--- src/hw/rtl/acm_pkg.sv ---
// Shared types and codes of the Aho-Corasick matcher.
// Used by the controller, the datapath and the top level; depends on nothing.
package acm_pkg;

  // Sizes of the automaton; the port widths of the top level are fixed and do not follow these.
  localparam int NODES    = 1024;
  localparam int ALPHABET = 26;
  localparam int PATTERNS = 16;

  // Request kinds carried on the input tuser.
  localparam logic [1:0] REQ_INSERT = 2'd0;
  localparam logic [1:0] REQ_BUILD  = 2'd1;
  localparam logic [1:0] REQ_SCAN   = 2'd2;
  localparam logic [1:0] REQ_CLEAR  = 2'd3;

  // Result status codes carried on the output tuser.
  localparam logic [1:0] ST_OK     = 2'd0;
  localparam logic [1:0] ST_FULL   = 2'd1;
  localparam logic [1:0] ST_REJECT = 2'd2;

  // Datapath operations, one per controller step.
  typedef enum logic [4:0] {
    OP_IDLE, OP_LATCH, OP_ROOT_CLR,
    OP_INS_RD, OP_INS_CHK, OP_INS_MASK, OP_INS_ROW,
    OP_B_START, OP_B_RRD, OP_B_RCHK, OP_B_POP, OP_B_ID, OP_B_F, OP_B_MF, OP_B_MI,
    OP_B_E1, OP_B_E2, OP_B_E3,
    OP_SC_RD, OP_SC_CHK, OP_SC_MK
  } dp_op_t;

  typedef struct packed {
    dp_op_t op;
  } dp_cmd_t;

  typedef struct packed {
    logic built;    // links have been built
    logic ch_zero;  // goto read data is the root
    logic full;     // node table is full
    logic last;     // latched request ends a pattern
    logic c_last;   // letter counter at its last letter
    logic q_more;   // breadth-first queue not empty
  } dp_stat_t;

endpackage

--- src/hw/rtl/acm_controller.sv ---
// Controller of the Aho-Corasick matcher: sequences each request through the datapath.
// Depends on acm_pkg; talks to acm_datapath through dp_cmd_t and dp_stat_t.
module acm_controller import acm_pkg::*; (
  input  logic       clk,
  input  logic       rst_n,
  input  logic       in_tvalid,
  input  logic [1:0] in_tuser,
  output logic       in_tready,
  output logic       out_tvalid,
  input  logic       out_tready,
  input  dp_stat_t   stat,
  output dp_cmd_t    cmd
);

  typedef enum logic [4:0] {
    S_INIT, S_IDLE, S_CLR,
    S_INS_RD, S_INS_CHK, S_INS_MASK, S_INS_ROW,
    S_B_START, S_B_RRD, S_B_RCHK, S_B_POP, S_B_ID, S_B_F, S_B_MF, S_B_MI,
    S_B_E1, S_B_E2, S_B_E3,
    S_SC_RD, S_SC_CHK, S_SC_MK, S_DONE
  } state_t;

  state_t state_r, state_nxt;
  logic   out_valid_r, out_valid_nxt;
  logic   accept;

  assign in_tready  = (state_r == S_IDLE) && !out_valid_r;
  assign out_tvalid = out_valid_r;
  assign accept     = in_tvalid && in_tready;

  // Next state, result flag and datapath operation.
  always_comb begin
    state_nxt     = state_r;
    out_valid_nxt = out_valid_r && !out_tready;
    cmd.op        = OP_IDLE;
    unique case (state_r)
      S_INIT: begin
        cmd.op = OP_ROOT_CLR;
        if (stat.c_last) state_nxt = S_IDLE;
      end
      S_IDLE: begin
        if (accept) begin
          cmd.op = OP_LATCH;
          unique case (in_tuser)
            REQ_INSERT: state_nxt = S_INS_RD;
            REQ_BUILD:  state_nxt = S_B_START;
            REQ_SCAN:   state_nxt = S_SC_RD;
            default:    state_nxt = S_CLR;
          endcase
        end
      end
      S_CLR: begin
        cmd.op = OP_ROOT_CLR;
        if (stat.c_last) state_nxt = S_DONE;
      end
      S_INS_RD: begin
        cmd.op = OP_INS_RD;
        state_nxt = stat.built ? S_DONE : S_INS_CHK;
      end
      S_INS_CHK: begin
        cmd.op = OP_INS_CHK;
        if (!stat.ch_zero) state_nxt = stat.last ? S_INS_MASK : S_DONE;
        else               state_nxt = stat.full ? S_DONE : S_INS_ROW;
      end
      S_INS_MASK: begin
        cmd.op = OP_INS_MASK;
        state_nxt = S_DONE;
      end
      S_INS_ROW: begin
        cmd.op = OP_INS_ROW;
        if (stat.c_last) state_nxt = S_DONE;
      end
      S_B_START: begin
        cmd.op = OP_B_START;
        state_nxt = stat.built ? S_DONE : S_B_RRD;
      end
      S_B_RRD: begin
        cmd.op = OP_B_RRD;
        state_nxt = S_B_RCHK;
      end
      S_B_RCHK: begin
        cmd.op = OP_B_RCHK;
        state_nxt = stat.c_last ? S_B_POP : S_B_RRD;
      end
      S_B_POP: begin
        cmd.op = OP_B_POP;
        state_nxt = stat.q_more ? S_B_ID : S_DONE;
      end
      S_B_ID: begin
        cmd.op = OP_B_ID;
        state_nxt = S_B_F;
      end
      S_B_F: begin
        cmd.op = OP_B_F;
        state_nxt = S_B_MF;
      end
      S_B_MF: begin
        cmd.op = OP_B_MF;
        state_nxt = S_B_MI;
      end
      S_B_MI: begin
        cmd.op = OP_B_MI;
        state_nxt = S_B_E1;
      end
      S_B_E1: begin
        cmd.op = OP_B_E1;
        state_nxt = S_B_E2;
      end
      S_B_E2: begin
        cmd.op = OP_B_E2;
        state_nxt = S_B_E3;
      end
      S_B_E3: begin
        cmd.op = OP_B_E3;
        state_nxt = stat.c_last ? S_B_POP : S_B_E1;
      end
      S_SC_RD: begin
        cmd.op = OP_SC_RD;
        state_nxt = S_SC_CHK;
      end
      S_SC_CHK: begin
        cmd.op = OP_SC_CHK;
        state_nxt = S_SC_MK;
      end
      S_SC_MK: begin
        cmd.op = OP_SC_MK;
        state_nxt = S_DONE;
      end
      S_DONE: begin
        out_valid_nxt = 1'b1;
        state_nxt = S_IDLE;
      end
      default: state_nxt = S_IDLE;
    endcase
  end

  // State and registered outputs.
  always_ff @(posedge clk) begin
    if (!rst_n) begin
      state_r     <= S_INIT;
      out_valid_r <= 1'b0;
    end else begin
      state_r     <= state_nxt;
      out_valid_r <= out_valid_nxt;
    end
  end

endmodule

--- config.mk ---
export PLATFORM = sky130hd
export DESIGN_NAME = acm_controller
export DESIGN_NICKNAME = d
export VERILOG_FILES = /design/src/hw/rtl/acm_pkg.sv /design/src/hw/rtl/acm_controller.sv
export SDC_FILE = /design/constraint.sdc
export NUM_CORES = 1
export LEC_CHECK = 0
export BUFFER_PORTS_ARGS = -buffer_cell sky130_fd_sc_hd__buf_2
export CORE_MARGIN = 2
export CORE_UTILIZATION = 47
export DETAILED_ROUTE_END_ITERATION = 7
export GPL_TIMING_DRIVEN = 0
export PLACE_DENSITY = 0.74
export SLEW_MARGIN = 0
export SYNTH_ARGS = -nofsm -noshare
export SYNTH_HDL_FRONTEND = slang
export SYNTH_SLANG_ARGS = --single-unit
--- constraint.sdc ---
create_clock -name clk -period 1.3 [get_ports clk]
set_input_delay 0.26 -clock clk [delete_from_list [all_inputs] [get_ports clk]]
set_output_delay 0.26 -clock clk [all_outputs]
set_load 0.03 [all_outputs]
==> results.toml <==
[worst_setup_path]
crit_start = "state_r[1]"
critical_path.max_fanout = 6
reg2reg_slack_ps = -310
required_ps = 1410
slowest_delay_ps = 360
slowest_stage = "dfxtp_4"
r2r-start = "state_r[1]"
rr_worst_depth = 6
timing.rr.end = "state_r[0]"
worstPathCellList = "buf_6 -> buf_6 -> mux2i_1 -> a32oi_2 -> nand2_1 -> o31a_1"
worstPathArrival_ps = 1720
endpoint_kind = "flip-flop"
start_kind = "flip-flop"
crit_top_cell = "buf_6"
critPathKind = "flip-flop to flip-flop"

[layout]
regArea_sq_um = 138
final_nets = 161
area_growth_pct = 71.2
diodes = 0
drive_gt1_frac = 0.571
fillCellCount = 67
multi_input_area_sq_um = 766
stdcell_count = 163

[die]
die-height_microns = 45.1
rows = 14
io_pins = 19
initial_core_util = 0.515
core-area_sq_um = 1540
die_area_sq_um = 2040
die_x_microns = 45.1

[run_status]
violations = "setup timing"
status = "finished, violations left"

[placed_design]
hpwl_mm = 1.80
dp.cells = 145
place_congestion = 0.900
place.port_buffers = 18

[logic_synthesis]
ys_seq_elements = 6
ys_types = 42
synth_compound_area_frac = 0.372
synth_top_family_by_area = "simple AND/OR/NAND/NOR gates"
yosys.area_share.simple = 0.394
synth_xor_area_frac = 0
synth_edf_count = 0
yosys.area.top_type = "dfxtp_1"
syn_area_sq_um = 795
ys_top_cells_by_area = "dfxtp_1, nand2b_1, nor3_1"
synth_flop_cell = "dfxtp_1"
ys_async_sr_fraction = 0
synth_fp_nets = 123
ys_warn_count = 0
synth.top_cell.area_share = 0.151
synth_area_per_cell_sq_um = 7.16
synth.most_common_cell = "nand2b_1"
ys_seq_area_frac = 0.151
synth_common_cells = "nand2b_1, nor2_1, nor3_1"
synth_cells = 111
muxShareOfSynthArea = 0.0126
synthAdderAreaFrac = 0

[detailed_routing]
wirelength_mm = 3.20
via_per_inst = 6.71
dr.pass1.iters = 4
remaining_drc_errors = 0
num_vias = 1093
drtIter0Drc = 64
avgRoutedWirePerCell_microns = 19.6
ant_nets = 0

[grt]
grt_usage = 0.301
grt_antenna_before_repair = 0
gr-total-overflow = 0
grt_pass1_vias = 1029
grt_pass1_wl_mm = 4.49
grt_max_degree = 11

[clock_network]
cts-root-buf = "clkbuf_4"
htreeDepth = 1
path_clk_slew_ps = 40
cts_tree = "built"
cts_inserted_buffers = 3
cts_hold_buf = 0
clock_sinks = 6
cts.path.max_buffers = 2
clk_latency_ps = 230

[sta]
holdWs_ps = 275
clock_skew_ps = 2.49
hold_viol_final = 0
rsz0062_at_grt = "true"
worst_slew_pin_slew_ps = 294
slew_viol_final = 0
fmax_mhz = 622
setup_slack_ps = -308
setup_violations = 11
relSlewSlack = 0.804
min_period_over_period = 1.24
final.min_clock_period_ps = 1610

[hold_path]
hold-path-cell-count = 2
hp-class = "input port to flip-flop"
hold_end = "state_r[3]"
worstHoldStart = "rst_n"

[power_and_ir_drop]
p_total_w = 0.00123
power.density_nw_per_um2 = 906
ir_worst_vdd_v = 0.000780
p_leak_nw = 0.496

[job]
cap_violations = 0
==> cells by family after synthesis <==
logic type | after synthesis
AO/OA/AOI/OAI | 39
buffers and inverters | 11
flip-flops | 6
multiplexers | 1
AND/OR/NAND/NOR | 54
==> power breakdown <==
| part | internal, W | total (W) | leakage (nW) | switching [W] |
|---|---|---|---|---|
| registers | 0.000205 | 0.000238 | 0.0527 | 0.0000326 |
| logic | 0.000385 | 0.000836 | 0.430 | 0.000451 |
| clock network | 0.000104 | 0.000159 | 0.0138 | 0.0000551 |
| total | 0.000694 | 0.00123 | 0.496 | 0.000539 |
==> worst max-delay path: cells and delay by family (launching register included) <==
family          cells  cell delay, ps
compound gates      2             560
flops               1             360
buf+inv             2             260
simple gates        1             180
mux                 1             130
==> metal layers <==
layer  track usage  share of wire  up-vias  wire (microns)
li1              -              -      490               -
met1         0.381           0.39      519            1240
met2         0.489           0.50       70            1600
met3        0.0480          0.081       14             258
met4         0.153          0.031        0              98
met5             0              0        -               0
==> placed cells by master (no fill, tap or decap), types with 3 or more instances in the layout <==
master,count
o21ai_0,3
a311oi_2,3
buf_4,9
nor2_2,3
buf_6,15
nor3_2,3
a21oi_2,5
nand2_1,6
buf_8,4
buf_2,12
nand2b_1,10
clkbuf_4,3
nand2b_4,3
a32oi_1,3
nor3_1,5
nor2_1,4
o21bai_1,3
dfxtp_4,4
==> what timing repair did <==
item,CTS,global route
gates resized for setup,42,19
endpoints found under the hold margin,0,0
gates cloned,0,1
pin swaps,12,15
setup buffers,10,4
endpoints found under the setup margin,12,12
==> flip-flops by register name (all words and copies together), names as in the netlist <==
| register | count |
|---|---|
| state_r | 5 |
| out_tvalid | 1 |
==> cell type report <==
class,instances,area share
buffer,9,0.0957
clock buffer,3,0.0166
inverter,2,0.00552
multi-input combinational,94,0.563
sequential,6,0.101
tap,16,0.0147
timing repair buffer,33,0.203
==> per-stage QoR <==
step	setup WS, ps	utilization	TNS, ps	area, sq um
after global placement	-295	0.630	-1700	971
final	-308	0.882	-2420	1360
after CTS	-270	0.802	-2190	1240
after detailed placement	-298	0.630	-1740	971
after global routing	-358	0.882	-2860	1360
after floorplan	-64.0	-	-303	861
==> how the worst max path moves through the flow <==
| stage | to | depth (start not counted) |
|---|---|---|
| 2_1_floorplan | cmd[1] | 5 |
| 3_3_place_gp | cmd[0] | 6 |
| 3_5_place_dp | state_r[2] | 5 |
| 4_1_cts | cmd[2] | 5 |
| 5_1_grt | cmd[0] | 6 |
| 6_report | state_r[0] | 6 |
No activity file was read; power rests on OpenSTA's default activity.
